$ cat src/hdl/cfgkv_pkg.sv
package cfgkv_pkg;

  localparam logic [10:0] KEY_LIMIT   = 11'd64;
  localparam logic [10:0] VALUE_LIMIT = 11'd256;
  localparam logic [10:0] LINE_BYTES  = 11'd1024;
  localparam logic [10:0] ROOM_RESET  = 11'd1024;
  localparam logic [10:0] COUNT_MAX   = 11'h7FF;

  localparam logic [7:0] CH_NUL        = 8'h00;
  localparam logic [7:0] CH_TAB        = 8'h09;
  localparam logic [7:0] CH_LF         = 8'h0A;
  localparam logic [7:0] CH_CR         = 8'h0D;
  localparam logic [7:0] CH_SPACE      = 8'h20;
  localparam logic [7:0] CH_HASH       = 8'h23;
  localparam logic [7:0] CH_DASH       = 8'h2D;
  localparam logic [7:0] CH_DOT        = 8'h2E;
  localparam logic [7:0] CH_COLON      = 8'h3A;
  localparam logic [7:0] CH_EQUALS     = 8'h3D;
  localparam logic [7:0] CH_UNDERSCORE = 8'h5F;

  // Configuration register indexes.
  localparam logic CFG_KEY_ROOM   = 1'b0;
  localparam logic CFG_VALUE_ROOM = 1'b1;

  typedef enum logic [1:0] {
    KIND_BLANK = 2'd0,
    KIND_BAD   = 2'd1,
    KIND_ENTRY = 2'd2
  } kind_t;

  typedef enum logic [6:0] {
    PH_LEAD      = 7'b0000001,
    PH_KEY       = 7'b0000010,
    PH_AFTER_KEY = 7'b0000100,
    PH_AFTER_SEP = 7'b0001000,
    PH_VALUE     = 7'b0010000,
    PH_COMMENT   = 7'b0100000,
    PH_BAD       = 7'b1000000
  } phase_t;

  typedef struct packed {
    logic [7:0] char_byte;
    logic       has_byte;
    logic       line_last;
  } item_t;

  typedef struct packed {
    kind_t       line_kind;
    logic [9:0]  key_start;
    logic [7:0]  key_length;
    logic [10:0] value_start;
    logic [9:0]  value_length;
  } result_t;

  typedef struct packed {
    logic [10:0] key_room;
    logic [10:0] value_room;
  } rooms_t;

  function automatic logic is_space_tab(input logic [7:0] c);
    return (c == CH_SPACE) || (c == CH_TAB);
  endfunction

  function automatic logic is_term(input logic [7:0] c);
    return (c == CH_NUL) || (c == CH_LF) || (c == CH_CR);
  endfunction

  function automatic logic is_name_char(input logic [7:0] c);
    return (c >= 8'h61 && c <= 8'h7A) || (c >= 8'h41 && c <= 8'h5A) ||
           (c >= 8'h30 && c <= 8'h39) || (c == CH_DOT) ||
           (c == CH_UNDERSCORE) || (c == CH_DASH);
  endfunction

endpackage

$ cat src/hdl/cfgkv_in_reg.sv
module cfgkv_in_reg (
  input  logic            clk,
  input  logic            rst,
  input  logic            in_valid,
  output logic            in_stall,
  input  cfgkv_pkg::item_t in_item,
  input  logic            take,
  output logic            full,
  output cfgkv_pkg::item_t item
);
  import cfgkv_pkg::*;

  logic load;

  assign in_stall = full && !take;
  assign load     = in_valid && !in_stall;

  always_ff @(posedge clk) begin
    if (rst) begin
      full <= 1'b0;
    end else if (load) begin
      full <= 1'b1;
    end else if (take) begin
      full <= 1'b0;
    end
  end

  always_ff @(posedge clk) begin
    if (load) begin
      item <= in_item;
    end
  end

endmodule

$ cat src/hdl/cfgkv_scan.sv
module cfgkv_scan (
  input  logic              clk,
  input  logic              rst,
  input  logic              fire,
  input  cfgkv_pkg::item_t  item,
  input  cfgkv_pkg::rooms_t rooms,
  output cfgkv_pkg::result_t result
);
  import cfgkv_pkg::*;

  logic [10:0] pos, pos_next;
  phase_t      phase, phase_next;
  logic [9:0]  key_begin, key_begin_next;
  logic [10:0] key_count, key_count_next;
  logic        inner_dot, inner_dot_next;
  logic        dot_end, dot_end_next;
  logic [10:0] value_begin, value_begin_next;
  logic [10:0] value_end, value_end_next;
  logic        ended, ended_next;

  logic [7:0]  c;
  logic [10:0] vstart;
  logic [10:0] vlen;
  logic        empty_value;
  logic        too_long;
  kind_t       kind;

  assign c = item.char_byte;

  // Effect of one byte on the line state.
  always_comb begin
    pos_next         = pos;
    phase_next       = phase;
    key_begin_next   = key_begin;
    key_count_next   = key_count;
    inner_dot_next   = inner_dot;
    dot_end_next     = dot_end;
    value_begin_next = value_begin;
    value_end_next   = value_end;
    ended_next       = ended;
    if (item.has_byte && !ended) begin
      if (is_term(c)) begin
        ended_next = 1'b1;
      end else if (pos >= LINE_BYTES) begin
        phase_next = PH_BAD;
      end else begin
        pos_next = pos + 11'd1;
        case (phase)
          PH_LEAD: begin
            if (c == CH_HASH) begin
              phase_next = PH_COMMENT;
            end else if (is_name_char(c)) begin
              phase_next     = PH_KEY;
              key_begin_next = pos[9:0];
              key_count_next = 11'd1;
              dot_end_next   = 1'b0;
            end else if (!is_space_tab(c)) begin
              phase_next = PH_BAD;
            end
          end
          PH_KEY: begin
            if (is_name_char(c)) begin
              if (dot_end) begin
                inner_dot_next = 1'b1;
              end
              dot_end_next = (c == CH_DOT);
              if (key_count != COUNT_MAX) begin
                key_count_next = key_count + 11'd1;
              end
            end else if (!inner_dot) begin
              phase_next = PH_BAD;
            end else if (is_space_tab(c)) begin
              phase_next = PH_AFTER_KEY;
            end else if (c == CH_COLON || c == CH_EQUALS) begin
              phase_next = PH_AFTER_SEP;
            end else begin
              phase_next = PH_BAD;
            end
          end
          PH_AFTER_KEY: begin
            if (c == CH_COLON || c == CH_EQUALS) begin
              phase_next = PH_AFTER_SEP;
            end else if (!is_space_tab(c)) begin
              phase_next       = PH_VALUE;
              value_begin_next = pos;
              value_end_next   = pos + 11'd1;
            end
          end
          PH_AFTER_SEP: begin
            if (!is_space_tab(c)) begin
              phase_next       = PH_VALUE;
              value_begin_next = pos;
              value_end_next   = pos + 11'd1;
            end
          end
          PH_VALUE: begin
            if (!is_space_tab(c)) begin
              value_end_next = pos + 11'd1;
            end
          end
          default: begin
          end
        endcase
      end
    end
  end

  // Line verdict, taken from the state after this byte.
  always_comb begin
    kind        = KIND_BAD;
    empty_value = 1'b0;
    case (phase_next)
      PH_LEAD, PH_COMMENT: begin
        kind = KIND_BLANK;
      end
      PH_KEY: begin
        if (inner_dot_next) begin
          kind        = KIND_ENTRY;
          empty_value = 1'b1;
        end
      end
      PH_AFTER_KEY, PH_AFTER_SEP: begin
        kind        = KIND_ENTRY;
        empty_value = 1'b1;
      end
      PH_VALUE: begin
        kind = KIND_ENTRY;
      end
      default: begin
        kind = KIND_BAD;
      end
    endcase
  end

  assign vstart = empty_value ? pos_next : value_begin_next;
  assign vlen   = empty_value ? 11'd0 : (value_end_next - value_begin_next);

  assign too_long = ({1'b0, key_count_next} + 12'd1 > {1'b0, rooms.key_room}) ||
                    (key_count_next >= KEY_LIMIT) ||
                    ({1'b0, vlen} + 12'd1 > {1'b0, rooms.value_room}) ||
                    (vlen >= VALUE_LIMIT);

  always_comb begin
    result = '0;
    if (kind == KIND_ENTRY) begin
      if (too_long) begin
        result.line_kind = KIND_BAD;
      end else begin
        result.line_kind    = KIND_ENTRY;
        result.key_start    = key_begin_next;
        result.key_length   = key_count_next[7:0];
        result.value_start  = vstart;
        result.value_length = vlen[9:0];
      end
    end else begin
      result.line_kind = kind;
    end
  end

  always_ff @(posedge clk) begin
    if (rst || (fire && item.line_last)) begin
      pos         <= '0;
      phase       <= PH_LEAD;
      key_begin   <= '0;
      key_count   <= '0;
      inner_dot   <= 1'b0;
      dot_end     <= 1'b0;
      value_begin <= '0;
      value_end   <= '0;
      ended       <= 1'b0;
    end else if (fire) begin
      pos         <= pos_next;
      phase       <= phase_next;
      key_begin   <= key_begin_next;
      key_count   <= key_count_next;
      inner_dot   <= inner_dot_next;
      dot_end     <= dot_end_next;
      value_begin <= value_begin_next;
      value_end   <= value_end_next;
      ended       <= ended_next;
    end
  end

endmodule

$ cat src/hdl/cfgkv_out_reg.sv
module cfgkv_out_reg (
  input  logic                clk,
  input  logic                rst,
  input  logic                load,
  input  cfgkv_pkg::result_t  result_in,
  output logic                ready,
  output logic                out_valid,
  input  logic                out_stall,
  output cfgkv_pkg::result_t  result
);
  import cfgkv_pkg::*;

  assign ready = !out_valid || !out_stall;

  always_ff @(posedge clk) begin
    if (rst) begin
      out_valid <= 1'b0;
    end else if (ready) begin
      out_valid <= load;
    end
  end

  always_ff @(posedge clk) begin
    if (ready && load) begin
      result <= result_in;
    end
  end

endmodule

$ cat src/hdl/config_line_key_value_parser_top.sv
// Configuration line parser: scans one text line a byte at a time and gives one
// verdict per line (blank or comment, bad, or key/value entry with positions).
// Input channel: in_valid/in_stall with char_byte, has_byte and line_last; a
// transaction completes at a clock edge with in_valid high and in_stall low.
// Output channel: out_valid/out_stall carrying line_kind and the key and value
// positions; one transaction is produced for each input transaction with
// line_last set, none for the others.
// The cfg_we/cfg_index/cfg_data port writes key_room (index 0) or value_room
// (index 1); write only while no line is in flight.
// The verdict for a closing input transaction goes from the input register
// through one pass of the scanner into the result register, and is offered on
// the output from there. Throughput is one item per cycle, except while a
// closing item waits for an untaken verdict in the result register.
// Reset (rst, synchronous) empties both registers, returns the line state to
// the leading-blank phase and sets both room registers to 1024.
// A stalled receiver holds the result steady; the next line's bytes keep
// flowing until a second closing item needs the result register.
module config_line_key_value_parser_top (
  input  logic        clk,
  input  logic        rst,
  input  logic        in_valid,
  output logic        in_stall,
  input  logic [7:0]  char_byte,
  input  logic        has_byte,
  input  logic        line_last,
  output logic        out_valid,
  input  logic        out_stall,
  output logic [1:0]  line_kind,
  output logic [9:0]  key_start,
  output logic [7:0]  key_length,
  output logic [10:0] value_start,
  output logic [9:0]  value_length,
  input  logic        cfg_we,
  input  logic        cfg_index,
  input  logic [10:0] cfg_data
);
  import cfgkv_pkg::*;

  item_t   in_item;
  item_t   item;
  logic    full;
  logic    take;
  logic    out_ready;
  rooms_t  rooms;
  result_t scan_result;
  result_t result;

  // Room registers; a write applies to every byte scanned after it.
  always_ff @(posedge clk) begin
    if (rst) begin
      rooms.key_room   <= ROOM_RESET;
      rooms.value_room <= ROOM_RESET;
    end else if (cfg_we) begin
      case (cfg_index)
        CFG_KEY_ROOM:   rooms.key_room   <= cfg_data;
        CFG_VALUE_ROOM: rooms.value_room <= cfg_data;
        default: begin
        end
      endcase
    end
  end

  assign in_item.char_byte = char_byte;
  assign in_item.has_byte  = has_byte;
  assign in_item.line_last = line_last;

  // A held item goes through the scanner unless it closes a line and the
  // result register is still occupied by an untaken verdict.
  assign take = full && (!item.line_last || out_ready);

  cfgkv_in_reg u_in_reg (
    .clk      (clk),
    .rst      (rst),
    .in_valid (in_valid),
    .in_stall (in_stall),
    .in_item  (in_item),
    .take     (take),
    .full     (full),
    .item     (item)
  );

  cfgkv_scan u_scan (
    .clk    (clk),
    .rst    (rst),
    .fire   (take),
    .item   (item),
    .rooms  (rooms),
    .result (scan_result)
  );

  cfgkv_out_reg u_out_reg (
    .clk       (clk),
    .rst       (rst),
    .load      (take && item.line_last),
    .result_in (scan_result),
    .ready     (out_ready),
    .out_valid (out_valid),
    .out_stall (out_stall),
    .result    (result)
  );

  assign line_kind    = result.line_kind;
  assign key_start    = result.key_start;
  assign key_length   = result.key_length;
  assign value_start  = result.value_start;
  assign value_length = result.value_length;

endmodule

$ cat config.mk
export PLATFORM = sky130hd
export DESIGN_NAME = config_line_key_value_parser_top
export DESIGN_NICKNAME = d
export VERILOG_FILES = /design/src/hdl/cfgkv_pkg.sv /design/src/hdl/cfgkv_in_reg.sv /design/src/hdl/cfgkv_scan.sv /design/src/hdl/cfgkv_out_reg.sv /design/src/hdl/config_line_key_value_parser_top.sv
export SDC_FILE = /design/constraint.sdc
export NUM_CORES = 1
export LEC_CHECK = 0
export ABC_CLOCK_PERIOD_IN_PS = 8350
export BUFFER_PORTS_ARGS = -buffer_cell sky130_fd_sc_hd__clkbuf_2
export CAP_MARGIN = 20
export CORE_MARGIN = 4
export CORE_UTILIZATION = 25
export CTS_CLUSTER_DIAMETER = 60
export DETAILED_ROUTE_END_ITERATION = 10
export MAX_ROUTING_LAYER = met4
export PLACE_DENSITY = 0.37
export SYNTH_ARGS = -nofsm -noshare
export SYNTH_HDL_FRONTEND = slang
export SYNTH_SLANG_ARGS = --single-unit
$ cat constraint.sdc
create_clock -name clk -period 8.35 [get_ports clk]
set_input_delay 0.835 -clock clk [delete_from_list [all_inputs] [get_ports clk]]
set_output_delay 0.835 -clock clk [all_outputs]
set_load 0.01 [all_outputs]
Word level (Yosys, flattened, before mapping)
Cells that the tools add are included.
- output and inout bits: 43
- word-level logic and storage cells: 171
- register bits after elaboration: 139
- input port bits: 27
- equality and inequality tests: 26
- bitwise logic cells: 4
- reductions and logical operators: 42
- order comparisons: 11
- $add $sub $neg: 5
- multiplexer cells: 62
- operators by type and width (cell ; count):
    $mux W11 ; 22
    $mux W7 ; 12
    $pmux W11 S2 ; 3
    $mux W10 ; 6
    $eq A8 B6 Y1 const B ; 6
    $pmux W7 S4 ; 1
    $add A11 B1 Y12 const B ; 2
    $eq A8 B4 Y1 const B ; 3
    $gt A12 B11 Y1 ; 2
    $add A11 B1 Y11 const B ; 2
    $ge A8 B7 Y1 const B ; 2
    $le A8 B7 Y1 const B ; 2
    $logic_or A1 B1 Y1 ; 15
    $eq A7 B1 Y1 const B ; 2
    $eq A7 B2 Y1 const B ; 2
    $eq A7 B3 Y1 const B ; 2
    $eq A7 B4 Y1 const B ; 2
    $eq A7 B5 Y1 const B ; 2
    $mux W1 ; 12
    $ge A11 B11 Y1 const B ; 1
    $ge A11 B7 Y1 const B ; 1
    $ge A11 B9 Y1 const B ; 1
    $ne A11 B11 Y1 const B ; 1
    $sub A11 B11 Y11 ; 1
    20 further kinds ; 45

Depth between registers and ports, before layout
- word-level depth: 23
- depth in mapped cells: 34
- mapped depth without buffers: 28

By module
A second synthesis with hierarchy kept.
- cell total of the unflattened synthesis: 968
- area total of the unflattened synthesis: 8720.9 um2
- modules (own cells, without submodules) (module ; area each (um2) ; seq. area each (um2) ; instances ; cells an instance):
    cfgkv_scan ; 6162.2 ; 1281.2 ; 1 ; 818
    cfgkv_out_reg ; 1270.0 ; 1251.2 ; 1 ; 46
    config_line_key_value_parser_top ; 938.4 ; 440.4 ; 1 ; 90
    cfgkv_in_reg ; 350.3 ; 320.3 ; 1 ; 14

Least setup slack after synthesis
OpenSTA, ideal clock, no wires.
- path kind: flip-flop to flip-flop
- start: register u_in_reg.item[5] (netlist name)
- end: register u_out_reg.result[39] (netlist name)
- stages on the path, launching flop included: 32
- required time: 8086 ps
- buffers on the path: 6
- arrival time: 5947 ps
- setup slack: 2139 ps
- clock period less this slack: 6211 ps
- library setup time: 264 ps
- cell sequence: edfxtp_1 buf_2 and4b_1 a2111oi_0 or2_1 buf_2 and3_1 buf_6 clkbuf_1 mux2i_1 fa_1 a21oi_1 nor2_1 nor2_1 o21ai_0 o41ai_1 xnor2_1 and2_1 nand4_1 xnor2_1 nor2_1 ha_1 a21oi_1 o21ai_0 mux2i_1 a21oi_1 nor3_1 nand4_1 a2111o_1 buf_4 buf_6 o41a_1

Worst setup path in the final report
- start: register u_in_reg.item[3] (netlist name)
- end: register u_out_reg.result[11] (netlist name)
- elaborated cells between the ends (all ways): 96
- those cells by class: add/sub (3); order compare (10); eq/ne (17); mux (45); bitwise (1); reduce/logical (20)
- RTL lines (item ; line ; text):
    $eq A8 B6 Y1 / $eq A8 B4 Y1 (equally long branches) ; cfgkv_pkg.sv:61 ; return (c == CH_SPACE) || (c == CH_TAB);
    $logic_or A1 B1 Y1 ; cfgkv_pkg.sv:61 ;
    $mux W11 ; cfgkv_scan.sv:83, cfgkv_scan.sv:90, cfgkv_scan.sv:97 ;
    $mux W11 ; cfgkv_scan.sv:81 ; if (c == CH_COLON || c == CH_EQUALS) begin
    $pmux W11 S2 ; cfgkv_scan.sv:48 ; case (phase)
    $mux W11 ; cfgkv_scan.sv:44 ; end else if (pos >= LINE_BYTES) begin
    $mux W11 (*) ; cfgkv_scan.sv:42 ; if (is_term(c)) begin
    $mux W11 (*) ; cfgkv_scan.sv:41 ; if (item.has_byte && !ended) begin
    named net u_scan.value_end_next[1] ; cfgkv_scan.sv:18 ; logic [10:0] value_end, value_end_next;
    $sub A11 B11 Y11 (*) ; cfgkv_scan.sv:136 ; assign vlen = empty_value ? 11'd0 : (value_end_next - value_begin_next);
    $mux W11 (*) ; cfgkv_scan.sv:136 ;
    $add A11 B1 Y12 ; cfgkv_scan.sv:140 ; ({1'b0, vlen} + 12'd1 > {1'b0, rooms.value_room}) ||
    $gt A12 B11 Y1 ; cfgkv_scan.sv:140 ;
    $logic_or A1 B1 Y1 ; cfgkv_scan.sv:139 ; (key_count_next >= KEY_LIMIT) ||
    $logic_or A1 B1 Y1 (*) ; cfgkv_scan.sv:140 ;
    $reduce_or A2 Y1 (no line) (*) ; n/a ;
Mark *: on every way through the listed nets, which the timed path passes. The rest lies on a longest branch.
A chain may end at the register's enable or synchronous reset.

==> reports/qor.yml <==
cts:
  clockBufferDepth: 2
  clock_insertion_delay_worst_skew_ns: 0.43
  clk_pin_slew_worst_paths_ns: 0.07
  tritoncts: "yes"
  ctsHoldBuffers: 0
  clock_sink_count: 139
  post-cts-setup-buffer-count: 0
  cts-root-buf: "clkbuf_16"
  number_of_clock_buffers_inserted_by_tritoncts: 17
  post_cts_resized: 0
  htree_levels: 4
floorplan:
  die_area_um2: 36200
  floorplan.io_pins: 70
  initial_core_util: 0.254
  die_span_in_x_um: 190
  floorplan.core_area_um2: 32600
  placementRows: 66
  floorplan.die.height_um: 190
timing:
  finalMaxSlewViolations: 0
  timing.clock.skew_ns: 0.00998
  setup_viol: 0
  worst-slew-pin-transition_ns: 1.02
  unrepaired_setup_endpoints_after_global_routing: "no"
  part_of_the_cycle_the_worst_path_needs: 0.882
  finalWorstPathRequiredPeriod_ns: 7.37
  final-hold-violation-count: 0
  relSlewSlack: 0.315
  timing.setup.tns_ns: 0
  max_freq_mhz: 136
synth:
  seq_area_frac_synth: 0.397
  synth_compound_area_frac: 0.176
  synthesis.yosys.warnings: 0
  synth_ff_type: "dfxtp_1"
  synth.mux.area_fraction: 0.0220
  synth_area_um2: 8300
  yosys_register_bits: 139
  yosysUniqueCellTypes: 73
  postSynth.asyncResetShare: 0
  synth_top_family_by_area: "simple AND/OR/NAND/NOR gates"
  synth_edf_count: 51
  post_synth_fa_ha_maj_area_fraction: 0.0612
  synthSimpleGateAreaFrac: 0.233
  synth_area_in_xor_xnor: 0.0591
  syn_avg_cell_area_um2: 8.30
  syn-instance-count: 1000
run_status:
  run_status: "completed"
grt:
  first_global_vias: 6789
  grt.met3_usage: 0.0279
  grt_most_used_layer: "met2"
  grt_max_degree: 65
  overflow: 0
  use_met2: 0.221
  grt_util_met1: 0.203
  antenna_found_initial: 0
  grt_pass1_wl_um: 40100
  grt.total_usage: 0.146
route:
  totalWireLength_um: 25400
  ant_nets: 0
  first_pass_iters: 4
  detail_route.vias_per_cell: 4.75
  dr_total_vias: 7114
  drt_iter0_drc: 362
  routed_wire_length_per_instance_um: 17.0
  remaining_drc_errors: 0
setup_path:
  crit_path_max_incr_delay_ns: 0.70
  cp_data_required_time_ns: 8.63
  critPathMaxFanout: 22
  slowest_stage: "a2111o_1"
  crit_type: "reg -> reg"
  timing.critical_path.arrival_ns: 7.64
  setup.worst_path.start_class: "register"
  endpoint_kind: "register"
  cpMostUsedCell: "a21oi_1"
cells_and_area:
  num_antenna_cells: 0
  most-common-layout-cells: "nand2_1, nor2_1, dfxtp_1"
  layout.nets: 1111
  final.fill_count: 3547
  most_frequent_standard_cell_in_the_layout_excluding_fill_and_tap_cells: "nand2_1"
  final_layout_size_suffix_gt1_frac: 0.128
  flow.area_growth_from_synthesis_pct: 16.7
  design_area_um2: 9680
power:
  power_frac_clock: 0.454
  power.share.switching: 0.285
  comb_pwr_share: 0.145
  power.density_nw_per_um2: 190
  power_report.internal_total_mw: 1.32
  power.switching_uw: 524
  leakage_nw: 3.52
  power.sequential.fraction: 0.401
  ir_drop_mv: 0.141
place:
  placed_area_um2: 9050
  place_hpwl_um: 18600
  gp_routability_congestion: 0.841
  numPortBuffers: 69
flow_run:
  cap_viol_max_count: 0
worst_hold_path:
  hold_path_class: "reg -> reg"
final cells by class:
type / count / area, µm² / area share
Multi-Input combinational cell: 761 / 4590 / 0.474
Timing Repair Buffer: 83 / 450 / 0.0465
Clock inverter: 12 / 175 / 0.0181
Sequential cell: 139 / 3290 / 0.340
Clock buffer: 20 / 458 / 0.0473
Tap cell: 442 / 553 / 0.0571
Inverter: 42 / 158 / 0.0163
sequential cells by signal (all words and copies together) (netlist names), 7 cells and up:
name                flops
rooms                  22
u_in_reg.item          10
u_out_reg.result       41
u_scan.key_begin       10
u_scan.key_count       11
u_scan.phase            7
u_scan.pos             11
u_scan.value_begin     11
u_scan.value_end       11
path summary, 6_finish.rpt:
path | end | depth (start not counted) | startpoint | slack (ns)
worst max-delay path | u_out_reg.result[11] | 26 | u_in_reg.item[3] | 0.98
worst min register to register | u_scan.key_begin[8] | 2 | u_scan.key_begin[8] | 0.45
worst min-delay path | u_scan.key_begin[8] | 2 | u_scan.key_begin[8] | 0.45
worst max register to register | u_out_reg.result[11] | 26 | u_in_reg.item[3] | 0.98
synthesized netlist by cell type, types with 7 or more instances:
master	count	area, µm²
xor2_1	22	193
nand2_1	159	597
dfxtp_1	88	1760
edfxtp_1	51	1530
o211ai_1	7	52.6
a21oi_1	83	415
o21ai_0	37	185
and3_1	14	87.6
nor2_1	115	432
o21a_1	7	52.6
a211oi_1	31	233
ha_1	39	488
a31oi_1	9	56.3
inv_1	42	158
clkbuf_1	43	161
nand2b_1	7	43.8
mux2i_1	16	160
or3_1	7	43.8
nand3_1	25	125
xnor2_1	34	298
nand4_1	15	93.8
nor3_1	22	110
buf_2	7	35.0
nor2b_1	11	68.8
cells by family after synthesis:
logic type	Yosys count
xor+xnor	56
fa+ha+maj	40
buf+inv	103
simple gates	417
compound gates	226
other cells	1
flops	139
mux	18
power groups by stage:
| stage | Clock (mW) | Combinational, mW | Sequential, mW |
|---|---|---|---|
| after global routing | 0.893 | 0.304 | 0.739 |
| after CTS | 0.864 | 0.271 | 0.737 |
| final | 0.835 | 0.267 | 0.737 |
| after floorplan | 0 | 0.196 | 0.744 |
| after global placement | 0 | 0.273 | 0.752 |
| after detailed placement | 0 | 0.269 | 0.752 |
stage by stage:
stage	util	setup slack (ns)	power (mW)	std cells	hold WS [ns]
floorplan	-	2.14	0.941	1003	0.432
global placement	0.277	1.08	1.02	1467	0.441
detailed placement	0.277	0.957	1.02	1467	0.445
CTS	0.297	0.907	1.87	1499	0.455
global route	0.297	0.0942	1.94	1499	0.471
finish	0.297	0.983	1.84	1499	0.452
layer usage:
metal / wire [µm] / up-vias
met1: 12700 / 3365
met3: 846 / 19
li1: - / 3616
met4: 279 / 0
met2: 11600 / 114
met5: 0 / -
critical path: cells and delay by family (launching register included):
family / cells / cell delay, ns
and+or+nand+nor: 8 / 1.33
DFF: 1 / 0.54
buffers and inverters: 1 / 0.35
xor gates and xnor gates: 2 / 0.54
muxes: 2 / 0.58
AOI/OAI and AO/OA: 11 / 3.29
adders and majority gates: 2 / 0.60
Power figures use the tool's default switching activity.
